`config.mk`:
```
export PLATFORM = sky130hd
export DESIGN_NAME = quoted_string_unescape
export DESIGN_NICKNAME = d
export VERILOG_FILES = /design/src/hdl/qsu_pkg.sv /design/src/hdl/quoted_string_unescape.sv
export SDC_FILE = /design/constraint.sdc
export NUM_CORES = 1
export LEC_CHECK = 0
export ABC_CLOCK_PERIOD_IN_PS = 2250
export BUFFER_PORTS_ARGS = -buffer_cell sky130_fd_sc_hd__buf_2
export CAP_MARGIN = 20
export CORE_MARGIN = 2
export CORE_UTILIZATION = 58
export CTS_BUF_LIST = sky130_fd_sc_hd__clkbuf_8
export DETAILED_ROUTE_END_ITERATION = 16
export GPL_TIMING_DRIVEN = 0
export PLACE_DENSITY = 0.82
export SLEW_MARGIN = 20
export SYNTH_ARGS = -nofsm -noshare
export SYNTH_HDL_FRONTEND = slang
export SYNTH_SLANG_ARGS = --single-unit
```
`constraint.sdc`:
```
create_clock -name clk -period 2.25 [get_ports clk]
set_input_delay 0.3375 -clock clk [delete_from_list [all_inputs] [get_ports clk]]
set_output_delay 0.3375 -clock clk [all_outputs]
set_load 0.05 [all_outputs]
```
`src/hdl/qsu_pkg.sv`:
```
// Shared definitions for the quoted string unescaper.
// Result kinds, error codes and the special character codes.
// No dependencies.
package qsu_pkg;

	localparam int unsigned CharW = 8;

	typedef logic [CharW-1:0] char_t;
	typedef logic [1:0] kind_t;
	typedef logic [1:0] err_t;

	localparam kind_t KIND_NONE = 2'd0;
	localparam kind_t KIND_DATA = 2'd1;
	localparam kind_t KIND_END  = 2'd2;
	localparam kind_t KIND_ERR  = 2'd3;

	localparam err_t ERR_PLAIN  = 2'd0;
	localparam err_t ERR_ESCAPE = 2'd1;
	localparam err_t ERR_BIG    = 2'd2;

	localparam char_t CHAR_QUOTE     = 8'h27;
	localparam char_t CHAR_BACKSLASH = 8'h5C;
	localparam char_t CHAR_CR        = 8'h0D;
	localparam char_t CHAR_LF        = 8'h0A;
	localparam char_t CHAR_ZERO      = 8'h30;
	localparam char_t CHAR_SEVEN     = 8'h37;
	localparam char_t PRINT_LO       = 8'd32;
	localparam char_t PRINT_HI       = 8'd126;

endpackage

```
`src/hdl/quoted_string_unescape.sv`:
```
// Quoted string unescaper: one input register, decode logic, one result register.
// Depends on qsu_pkg for result kinds, error codes and character codes.
// Holds the escape mode and the partial octal value between transactions.

// Decodes the body of a single-quoted string, one byte per transaction,
// starting just after the opening quote, and returns exactly one result per
// byte: nothing (the byte was part of an escape), a data byte, end of string
// or an error with its cause. Escapes are backslash followed by quote,
// backslash, CR, LF or exactly three octal digits. After an end or an error
// the next byte starts a new string body. A byte's result goes from the input
// register through the decode logic into the result register, and a new byte
// is accepted every cycle as long as the result side keeps up; the only
// feedback is the mode and partial octal value registers, updated once per byte.
module quoted_string_unescape (
	input  logic                 clk,
	input  logic                 arst_n,
	input  logic                 in_valid,
	output logic                 in_ready,
	input  qsu_pkg::char_t       in_char,
	output logic                 out_valid,
	input  logic                 out_ready,
	output qsu_pkg::kind_t       kind,
	output qsu_pkg::char_t       data_byte,
	output qsu_pkg::err_t        error_kind
);

	typedef enum logic [1:0] {
		MODE_NORMAL,
		MODE_ESC,
		MODE_OCT1,
		MODE_OCT2
	} mode_t;

	logic           valid_s1;
	qsu_pkg::char_t char_s1;
	mode_t          mode_q;
	logic [5:0]     acc_q;

	logic           advance;
	logic           load_s1;
	logic           is_oct;
	logic [2:0]     digit;
	logic [8:0]     oct_val;
	mode_t          mode_d;
	logic [5:0]     acc_d;
	qsu_pkg::kind_t res_kind;
	qsu_pkg::char_t res_data;
	qsu_pkg::err_t  res_err;

	assign advance  = valid_s1 && (!out_valid || out_ready);
	assign in_ready = !valid_s1 || advance;
	assign load_s1  = in_valid && in_ready;

	assign is_oct  = (char_s1 >= qsu_pkg::CHAR_ZERO) && (char_s1 <= qsu_pkg::CHAR_SEVEN);
	assign digit   = char_s1[2:0];
	assign oct_val = {acc_q, 3'b000} + {6'd0, digit};

	always_comb begin
		mode_d   = mode_q;
		acc_d    = acc_q;
		res_kind = qsu_pkg::KIND_NONE;
		res_data = '0;
		res_err  = qsu_pkg::ERR_PLAIN;
		case (mode_q)
			MODE_NORMAL: begin
				if (char_s1 == qsu_pkg::CHAR_QUOTE) begin
					res_kind = qsu_pkg::KIND_END;
				end else if (char_s1 == qsu_pkg::CHAR_BACKSLASH) begin
					mode_d = MODE_ESC;
					acc_d  = '0;
				end else if (char_s1 inside {[qsu_pkg::PRINT_LO:qsu_pkg::PRINT_HI]}) begin
					res_kind = qsu_pkg::KIND_DATA;
					res_data = char_s1;
				end else begin
					res_kind = qsu_pkg::KIND_ERR;
					res_err  = qsu_pkg::ERR_PLAIN;
				end
			end
			MODE_ESC: begin
				if (char_s1 inside {qsu_pkg::CHAR_QUOTE, qsu_pkg::CHAR_BACKSLASH,
						qsu_pkg::CHAR_CR, qsu_pkg::CHAR_LF}) begin
					mode_d   = MODE_NORMAL;
					res_kind = qsu_pkg::KIND_DATA;
					res_data = char_s1;
				end else if (is_oct) begin
					mode_d = MODE_OCT1;
					acc_d  = {3'd0, digit};
				end else begin
					res_kind = qsu_pkg::KIND_ERR;
					res_err  = qsu_pkg::ERR_ESCAPE;
				end
			end
			MODE_OCT1: begin
				if (is_oct) begin
					mode_d = MODE_OCT2;
					acc_d  = oct_val[5:0];
				end else begin
					res_kind = qsu_pkg::KIND_ERR;
					res_err  = qsu_pkg::ERR_ESCAPE;
				end
			end
			MODE_OCT2: begin
				if (!is_oct) begin
					res_kind = qsu_pkg::KIND_ERR;
					res_err  = qsu_pkg::ERR_ESCAPE;
				end else if (oct_val[8]) begin
					res_kind = qsu_pkg::KIND_ERR;
					res_err  = qsu_pkg::ERR_BIG;
				end else begin
					mode_d   = MODE_NORMAL;
					acc_d    = '0;
					res_kind = qsu_pkg::KIND_DATA;
					res_data = oct_val[7:0];
				end
			end
			default: begin
				mode_d = MODE_NORMAL;
			end
		endcase
		// Both an end and an error leave the decoder ready for a new body.
		if (res_kind == qsu_pkg::KIND_END || res_kind == qsu_pkg::KIND_ERR) begin
			mode_d = MODE_NORMAL;
			acc_d  = '0;
		end
	end

	always_ff @(posedge clk or negedge arst_n) begin
		if (!arst_n) begin
			valid_s1  <= 1'b0;
			out_valid <= 1'b0;
			mode_q    <= MODE_NORMAL;
			acc_q     <= '0;
		end else begin
			if (load_s1) begin
				valid_s1 <= 1'b1;
			end else if (advance) begin
				valid_s1 <= 1'b0;
			end
			if (advance) begin
				out_valid <= 1'b1;
				mode_q    <= mode_d;
				acc_q     <= acc_d;
			end else if (out_ready) begin
				out_valid <= 1'b0;
			end
		end
	end

	always_ff @(posedge clk) begin
		if (load_s1) begin
			char_s1 <= in_char;
		end
		if (advance) begin
			kind       <= res_kind;
			data_byte  <= res_data;
			error_kind <= res_err;
		end
	end

`ifndef SYNTHESIS
	a_data_zero: assert property (@(posedge clk) disable iff (!arst_n)
		out_valid && kind != qsu_pkg::KIND_DATA |-> data_byte == '0)
		else $error("data byte not zero on a non-data result");

	a_err_zero: assert property (@(posedge clk) disable iff (!arst_n)
		out_valid && kind != qsu_pkg::KIND_ERR |-> error_kind == qsu_pkg::ERR_PLAIN)
		else $error("error code set on a non-error result");

	a_err_range: assert property (@(posedge clk) disable iff (!arst_n)
		out_valid |-> error_kind != 2'd3)
		else $error("undefined error code");

	a_mode_clear: assert property (@(posedge clk) disable iff (!arst_n)
		advance && (res_kind == qsu_pkg::KIND_END || res_kind == qsu_pkg::KIND_ERR)
		|=> mode_q == MODE_NORMAL && acc_q == '0)
		else $error("mode not cleared after end or error");
`endif

endmodule
```
==> results_dict.tcl, run 1 <==
set metrics [dict create \
    firstDrtPassIters 4 \
    crit_path_cell_trace "inv_1 > ha_1 > inv_1 > a21o_1 > o311a_1 > nor2_2 > o211ai_1" \
    synth-seq-area-share 0.538 \
    cp_slowest_stage_delay_ns 0.42 \
    avgViaCountPerCell 6.39 \
    ys_top_cells_by_area "edfxtp_1 (38%), dfrtp_1 (16%), nand2_1 (4.0%), ha_1 (4.0%), o211ai_1 (2.8%)" \
    syn_area_um2 1580 \
    port_buffers 25 \
    synth_flop_cell "edfxtp_1" \
    grt_pass1_wl_um 5590 \
    rsz0062_at_grt "false" \
    irDropWorstVdd_mv 0.915 \
    drt-initial-drc-count 54 \
    cts.sinks 30 \
    tritoncts "built" \
    multi_input_area_um2 707 \
    cp_num_buf_inv 2 \
    dpl.hpwl_um 2540 \
    slowest_stage "dfrtp_1" \
    antenna_found_initial 0 \
    routed_wirelength_um 3510 \
    power.net_switching_uw 813 \
    layout.area.seq_um2 851 \
    drive_gt1_frac 0.249 \
    yosysTopAreaCell "edfxtp_1" \
    synth_edf_count 20 \
    p_int_uw 1170 \
    worst_pin_slew_ns 0.543 \
    synth_area_per_cell_um2 11.4 \
    cts_max_path_buffers 2 \
    critPathLaunchType "register" \
    slew_headroom 0.638 \
    swShare 0.410 \
    max_freq_mhz 466 \
    hp-class "in -> reg" \
    drcViolationCount 0 \
    fin_tns_setup_ns 0 \
    p_comb_frac 0.402 \
    ios 26 \
    crit_top_cell "inv_1" \
    final-setup-viol-count 0 \
    arrival_ns 2.28 \
    fin_crit_sh 0.954 \
    htreeDepth 2 \
    synthTopCellsByCount "edfxtp_1 (20), nand2_1 (17), dfrtp_1 (10)" \
    synth_most_common_cell "edfxtp_1" \
    clk_latency_ns 0.28 \
    grt.total_usage 0.234 \
    stdcell_count 203 \
    routabilityCongestion 0.931 \
    path_max_fanout 9 \
    p_seq_frac 0.397 \
    chipWidth_um 56.2 \
    clock_power_share 0.201 \
    required_ns 2.39 \
    core-area_um2 2520 \
    yosys_warnings 0 \
    ant_nets 0 \
    grt-ovfl-total 0 \
    cts_root_buffer "clkbuf_8" \
    maxSlewViolCount 0 \
    leakage_uw 0.000732 \
    initial_core_util 0.627 \
    grt_max_degree 16 \
    rows 18 \
    synth_nets 156 \
    area_growth_pct 16.9 \
    synth_top_area_frac 0.380 \
    status "finished clean" \
    fp.dieArea_um2 3160 \
    crit_type "reg -> reg" \
    final_area_um2 1850 \
    cp_top_family "compound AO/OA/AOI/OAI gates" \
    dpl.cell_count 194 \
    cts-buffers-inserted 5 \
    synthArstFlopShare 0.333 \
    path_clk_slew_ns 0.06 \
    nNetsFinal 189 \
    grt_pass1_vias 1226 \
    avgRoutedWirePerCell_um 17.3 \
    synth_cells 139 \
    period_minus_slack_ns 2.15 \
    hold_violations 0 \
    worstSetupEndpointType "register" \
    cap_violations 0 \
    place_area_um2 1740 \
    fill_cells 178 \
    clock_skew_ns 0.00759 \
    fin_util 0.733 \
    synth.distinct_cells 44 \
    num_antenna_cells 0 \
    p_per_area_nw_per_um2 1070 \
    ys_ff_latch 30 \
    vias 1297 \
    chipHeight_um 56.2 \
]
-- cell families (layout without fill, tap and decap cells) --
family                     after synthesis  after routing  synth area share
and+or+nand+nor                         60             60             0.221
AOI/OAI and AO/OA                       35             35             0.172
DFF                                     30             30             0.538
buffers and inverters                    8             42            0.0237
adders and majority gates                5              5            0.0396
muxes                                    1              1           0.00633
-- through the flow --
| stage | setup WS [ns] | hold slack [ns] | power, uW |
|---|---|---|---|
| after floorplan | 0.361 | 0.0419 | 1370 |
| after global placement | 0.116 | 0.203 | 1540 |
| after detailed placement | 0.0900 | 0.216 | 1560 |
| after CTS | 0.0796 | 0.229 | 1950 |
| after global routing | 0.0297 | 0.225 | 2070 |
| final | 0.103 | 0.234 | 1980 |
-- timing repair --
action	4_1_cts	5_1_grt
buffers inserted	0	0
hold buffers	1	0
endpoints found under the hold margin	10	0
setup endpoints to repair	0	8
gates resized for setup	0	4
-- final timing paths --
check	start	endpoint	slack, ns	cells after the start
setup / recovery	mode_q[1]	acc_q[5]	0.10	7
hold / removal	in_char[1]	char_s1[1]	0.23	1
setup reg to reg	mode_q[1]	acc_q[5]	0.10	7
hold reg to reg	valid_s1	out_valid	0.53	1
max in group asynchronous	arst_n	acc_q[2]	1.58	2
min in group asynchronous	arst_n	acc_q[3]	0.47	2
-- cell type report --
type                       count  share of cell area
buffer                         1             0.00609
clock buffer                   5              0.0372
clock inverter                 3             0.00677
inverter                       7              0.0142
multi-input combinational    101               0.382
sequential                    30               0.460
tap                           30              0.0203
timing repair buffer          26              0.0731
-- layout by cell type (no fill, tap or decap), types with 2 or more instances in the layout --
cell type | netlist | final
and2_1 | 7 | 7
buf_2 | 0 | 25
a21o_1 | 3 | 3
ha_1 | 5 | 4
or4b_4 | 1 | 2
and3_1 | 2 | 2
nand4_1 | 4 | 4
a21oi_1 | 5 | 5
clkbuf_8 | 0 | 5
o211ai_1 | 6 | 6
nand3b_1 | 3 | 3
nor2_1 | 7 | 7
o21ai_0 | 2 | 2
edfxtp_1 | 20 | 20
inv_1 | 7 | 7
nand3_1 | 2 | 2
dfrtp_1 | 10 | 10
a31oi_1 | 4 | 4
a22o_1 | 3 | 3
nor3_1 | 2 | 2
nand2_1 | 17 | 17
o21ai_1 | 2 | 2
or3_1 | 2 | 2
nand2b_1 | 3 | 3
-- registers in the layout (all words and copies together), names as in the netlist --
register,flops
char_s1,8
data_byte,8
acc_q,6
error_kind,2
kind,2
mode_q,2
out_valid,1
valid_s1,1
-- metal layers --
metal  vias to the layer above  GRT usage  wire [um]
li1                        596          -          -
met1                       608      0.284       1380
met2                        78      0.380       1710
met3                        15     0.0674        312
met4                         0      0.119        105
met5                         -          0          0
-- power by group through the flow --
stage / Sequential, uW / Combinational [uW] / Clock, uW
2_1_floorplan: 921 / 447 / 0
3_3_place_gp: 787 / 748 / 0
3_5_place_dp: 794 / 762 / 0
4_1_cts: 783 / 766 / 402
5_1_grt: 795 / 846 / 427
6_report: 786 / 796 / 398
Power figures use the tool's default switching activity.
==> inputs of run 2 (changes only) <==
- CAP_MARGIN: 20 -> 5
- CELL_PAD_IN_SITES_DETAIL_PLACEMENT: unset -> 0
- CELL_PAD_IN_SITES_GLOBAL_PLACEMENT: unset -> 1
- CORE_UTILIZATION: 58 -> 46
- PLACE_DENSITY: 0.82 -> unset
- PLACE_DENSITY_LB_ADDON: unset -> 0.1
==> run 2 against run 1 <==
  * First-iteration DRC count increased by 28%
  * Worst hold slack got worse by 0.0058 ns
  * Wire length decreased by 4.8%
  * Clock power increased by 2%
  * Critical path type unchanged
==> results_dict.tcl, run 2 (synthesis gave the netlist of run 1 again) <==
set metrics [dict create \
    status "finished clean" \
    path_clk_slew_ns 0.06 \
    nNetsFinal 189 \
    crit_path_cell_trace "or3_1 > a211oi_1 > nor2_2 > nor2_2 > o211ai_1" \
    arrival_ns 2.36 \
    initial_core_util 0.478 \
    antenna_found_initial 0 \
    fp.dieArea_um2 3920 \
    chipWidth_um 62.6 \
    core-area_um2 3310 \
    fin_tns_setup_ns 0 \
    cp_num_buf_inv 0 \
    rows 21 \
    cts_max_path_buffers 2 \
    crit_type "reg -> reg" \
    grt.total_usage 0.189 \
    ios 26 \
    avgViaCountPerCell 5.63 \
    cap_violations 0 \
    drcViolationCount 0 \
    crit_top_cell "nor2_2" \
    clock_skew_ns 0.00368 \
    cp_slowest_stage_delay_ns 0.52 \
    worst_pin_slew_ns 0.558 \
    most-common-layout-cells "buf_2 (25), edfxtp_1 (20), nand2_1 (17)" \
    layout_commonest_cell "buf_2" \
    period_minus_slack_ns 2.22 \
    grt_pass1_vias 1165 \
    maxSlewViolCount 0 \
    fin_util 0.563 \
    post-cts-setup-buffer-count 0 \
    critPathLaunchType "register" \
    hold_violations 0 \
    fin_crit_sh 0.986 \
    p_per_area_nw_per_um2 1050 \
    worstSetupEndpointType "register" \
    grt_pass1_wl_um 5530 \
    dpl.hpwl_um 2470 \
    drt-initial-drc-count 69 \
    hp-class "in -> reg" \
    area_growth_pct 18.0 \
    ant_nets 0 \
    routabilityCongestion 0.896 \
    routed_wirelength_um 3340 \
    final-setup-viol-count 0 \
    cts.sinks 30 \
    avgRoutedWirePerCell_um 15.2 \
    vias 1232 \
    max_freq_mhz 451 \
    grt_max_degree 16 \
    slowest_stage "a211oi_1" \
    required_ns 2.39 \
    leakage_uw 0.000735 \
    cts_root_buffer "clkbuf_8" \
    chipHeight_um 62.6 \
    htreeDepth 2 \
    clk_latency_ns 0.28 \
    cp_top_family "simple AND/OR/NAND/NOR gates" \
    num_antenna_cells 0 \
    port_buffers 25 \
    grt-ovfl-total 0 \
    path_max_fanout 9 \
    largestRegisters "char_s1 x8, data_byte x8, acc_q x6" \
    rsz0062_at_grt "false" \
    firstDrtPassIters 4 \
    cts-buffers-inserted 5 \
    tritoncts "built" \
    irDropWorstVdd_mv 0.326 \
    drive_gt1_frac 0.254 \
    fill_cells 298 \
    slew_headroom 0.626 \
]
[run 2: final cells by class]
type                            instances  area, um^2  area share
Tap cell                               46        57.6      0.0309
Multi-Input combinational cell        101         702       0.376
Timing Repair Buffer                   26         135      0.0724
Inverter                                7        26.3      0.0141
Buffer                                  1        11.3     0.00604
Clock inverter                          3        13.8     0.00738
Clock buffer                            5        68.8      0.0369
Sequential cell                        30         851       0.456
[run 2: routing by layer]
metal | wire length (um) | GRT usage
met5 | 0 | 0
met4 | 74 | 0.0917
met3 | 200 | 0.0559
met2 | 1620 | 0.290
met1 | 1450 | 0.246
[run 2: report_power, final]
part | switching (uW) | total [uW] | internal, uW
Clock | 196 | 405 | 209
Sequential | 73.9 | 783 | 709
Combinational | 531 | 781 | 250
[run 2: metrics by stage]
stage / hold WS [ns] / total power (uW) / worst slack (ns) / area (um^2) / std cells
5_1_grt: 0.215 / 2080 / 0.00140 / 1870 / 219
4_1_cts: 0.220 / 1970 / 0.0896 / 1860 / 219
6_report: 0.228 / 1970 / 0.0315 / 1870 / 219
2_1_floorplan: 0.0419 / 1370 / 0.361 / 1580 / 139
3_3_place_gp: 0.205 / 1550 / 0.128 / 1760 / 210
3_5_place_dp: 0.217 / 1560 / 0.104 / 1760 / 210
[run 2: worst paths after layout]
path / from / to / slack (ns) / cells after the start
hold reg to reg: valid_s1 / out_valid / 0.53 / 1
setup / recovery: char_s1[3] / acc_q[3] / 0.03 / 5
setup reg to reg: char_s1[3] / acc_q[3] / 0.03 / 5
hold / removal: in_char[0] / char_s1[0] / 0.23 / 1
max in group asynchronous: arst_n / mode_q[1] / 1.61 / 2
min in group asynchronous: arst_n / acc_q[4] / 0.44 / 2
[run 2: what timing repair did]
action / CTS / global route
endpoints found under the hold margin: 10 / 0
resized for setup: 0 / 3
hold buffers: 1 / 0
setup endpoints to repair: 0 / 8
==> inputs of run 3 (changes only) <==
- CELL_PAD_IN_SITES_DETAIL_PLACEMENT: 0 -> 1
==> run 3 against run 2 <==
  * Maximum frequency rose by 4.3%
  * Global-route usage rose by 2.8 points
  * Register-to-register slack improved by 0.09 ns
  * Combinational power rose by 5.2%
  * Core utilization rose by 0.38 points
  * Sequential cell count did not move
  * Critical path depth rose by 2
==> results_dict.tcl, run 3 (synthesis gave the netlist of run 1 again) <==
set metrics [dict create \
    status "finished clean" \
    path_clk_slew_ns 0.06 \
    min_path_cells 1 \
    worstHoldStart "in_char[2]" \
    rows 21 \
    area_growth_pct 18.7 \
    initial_core_util 0.478 \
    r2r-start "mode_q[1]" \
    ios 26 \
    core-area_um2 3310 \
    fin_tns_setup_ns 0 \
    stdcell_count 219 \
    hp-class "in -> reg" \
    grt_pass1_wl_um 6310 \
    drive_gt1_frac 0.272 \
    clock_skew_ns 0.00591 \
    cts-buffers-inserted 5 \
    fp.dieArea_um2 3920 \
    avgViaCountPerCell 5.78 \
    dpl.hpwl_um 2800 \
    grt-ovfl-total 0 \
    final_area_um2 1880 \
    max_freq_mhz 470 \
    htreeDepth 2 \
    final-setup-viol-count 0 \
    worst_pin_slew_ns 0.515 \
    maxSlewViolCount 0 \
    num_antenna_cells 0 \
    drcViolationCount 0 \
    drt-initial-drc-count 67 \
    port_buffers 25 \
    nNetsFinal 189 \
    leakage_uw 0.000738 \
    grt_pass1_vias 1273 \
    arrival_ns 2.28 \
    chipWidth_um 62.6 \
    avgRoutedWirePerCell_um 17.6 \
    fin_crit_sh 0.945 \
    hold_violations 0 \
    grt_max_degree 16 \
    ff2ff_setup_slack_ns 0.12 \
    ant_nets 0 \
    critPathLaunchType "register" \
    rsz0062_at_grt "false" \
    fin_util 0.567 \
    worstSetupEndpointType "register" \
    cts_max_path_buffers 2 \
    clk_latency_ns 0.29 \
    slew_headroom 0.656 \
    antenna_found_initial 0 \
    routabilityCongestion 0.896 \
    path_max_fanout 6 \
    layout_commonest_cell "buf_2" \
    cts.sinks 30 \
    hold_ws_ns 0.221 \
    grt.total_usage 0.217 \
    most-common-layout-cells "buf_2 (25), edfxtp_1 (20), nand2_1 (17)" \
    crit_type "reg -> reg" \
    chipHeight_um 62.6 \
    period_minus_slack_ns 2.13 \
    ff2ff_path_depth 7 \
    layout.area.seq_um2 851 \
    hold_path_end "char_s1[2]" \
    vias 1265 \
    reg2reg_to "mode_q[1]" \
    cts_root_buffer "clkbuf_8" \
    largestRegisters "char_s1 x8, data_byte x8, acc_q x6" \
    p_per_area_nw_per_um2 1080 \
    firstDrtPassIters 4 \
    tritoncts "built" \
    multi_input_area_um2 714 \
    irDropWorstVdd_mv 0.524 \
    routed_wirelength_um 3850 \
    dpl.cell_count 210 \
    required_ns 2.41 \
    cap_violations 0 \
    fill_cells 369 \
    place_area_um2 1760 \
]
## run 3: cell counts in the layout (fill, tap and decap cells not counted)
No cell type changed its count.
## run 3: layout make-up
type | instances | share of cell area
plain buffers | 1 | 0.00600
clock buffers | 5 | 0.0366
clock inverters | 3 | 0.00733
inverters | 7 | 0.0140
multi-input cells | 101 | 0.380
flip-flops and latches | 30 | 0.453
well taps | 46 | 0.0306
repair buffers | 26 | 0.0720
## run 3: critical path, stage by stage (launching register included)
cell and delay (ns):
dfrtp_1 0.44, inv_1 0.15, ha_2 0.28, inv_1 0.09, or3_1 0.43, a211o_1 0.31
a31oi_1 0.19, o22ai_1 0.10
## run 3: how the worst max path moves through the flow
stage,from,endpoint,slack [ns]
2_1_floorplan,out_valid,char_s1[0],0.36
3_3_place_gp,mode_q[0],mode_q[1],0.13
3_5_place_dp,mode_q[0],data_byte[6],0.06
4_1_cts,mode_q[0],data_byte[6],0.04
5_1_grt,mode_q[1],mode_q[1],0.02
6_report,mode_q[1],mode_q[1],0.12
## run 3: power breakdown
part / internal, uW / total [uW] / leakage [uW] / switching (uW)
Sequential: 709 / 786 / 0.000326 / 77.9
Combinational: 262 / 822 / 0.000363 / 560
Clock: 209 / 414 / 0.0000491 / 205
## run 3: per-layer routing
layer | global-route usage | vias to the layer above | share of wire
met5 | 0 | - | 0
met4 | 0.103 | 0 | 0.037
met3 | 0.0685 | 14 | 0.056
met2 | 0.364 | 51 | 0.50
met1 | 0.252 | 605 | 0.41
li1 | - | 595 | -
## run 3: timing repair
action                                 4_1_cts  5_1_grt
hold buffers                                 1        0
setup buffers                                0        0
setup endpoints to repair                    0       14
resized for setup                            0        7
endpoints found under the hold margin       10        0
## run 3: per-stage QoR
step | setup WS (ns) | total power, uW
6_report | 0.124 | 2020
5_1_grt | 0.0162 | 2150
4_1_cts | 0.0381 | 1990
3_5_place_dp | 0.0627 | 1570
3_3_place_gp | 0.128 | 1550
2_1_floorplan | 0.361 | 1370
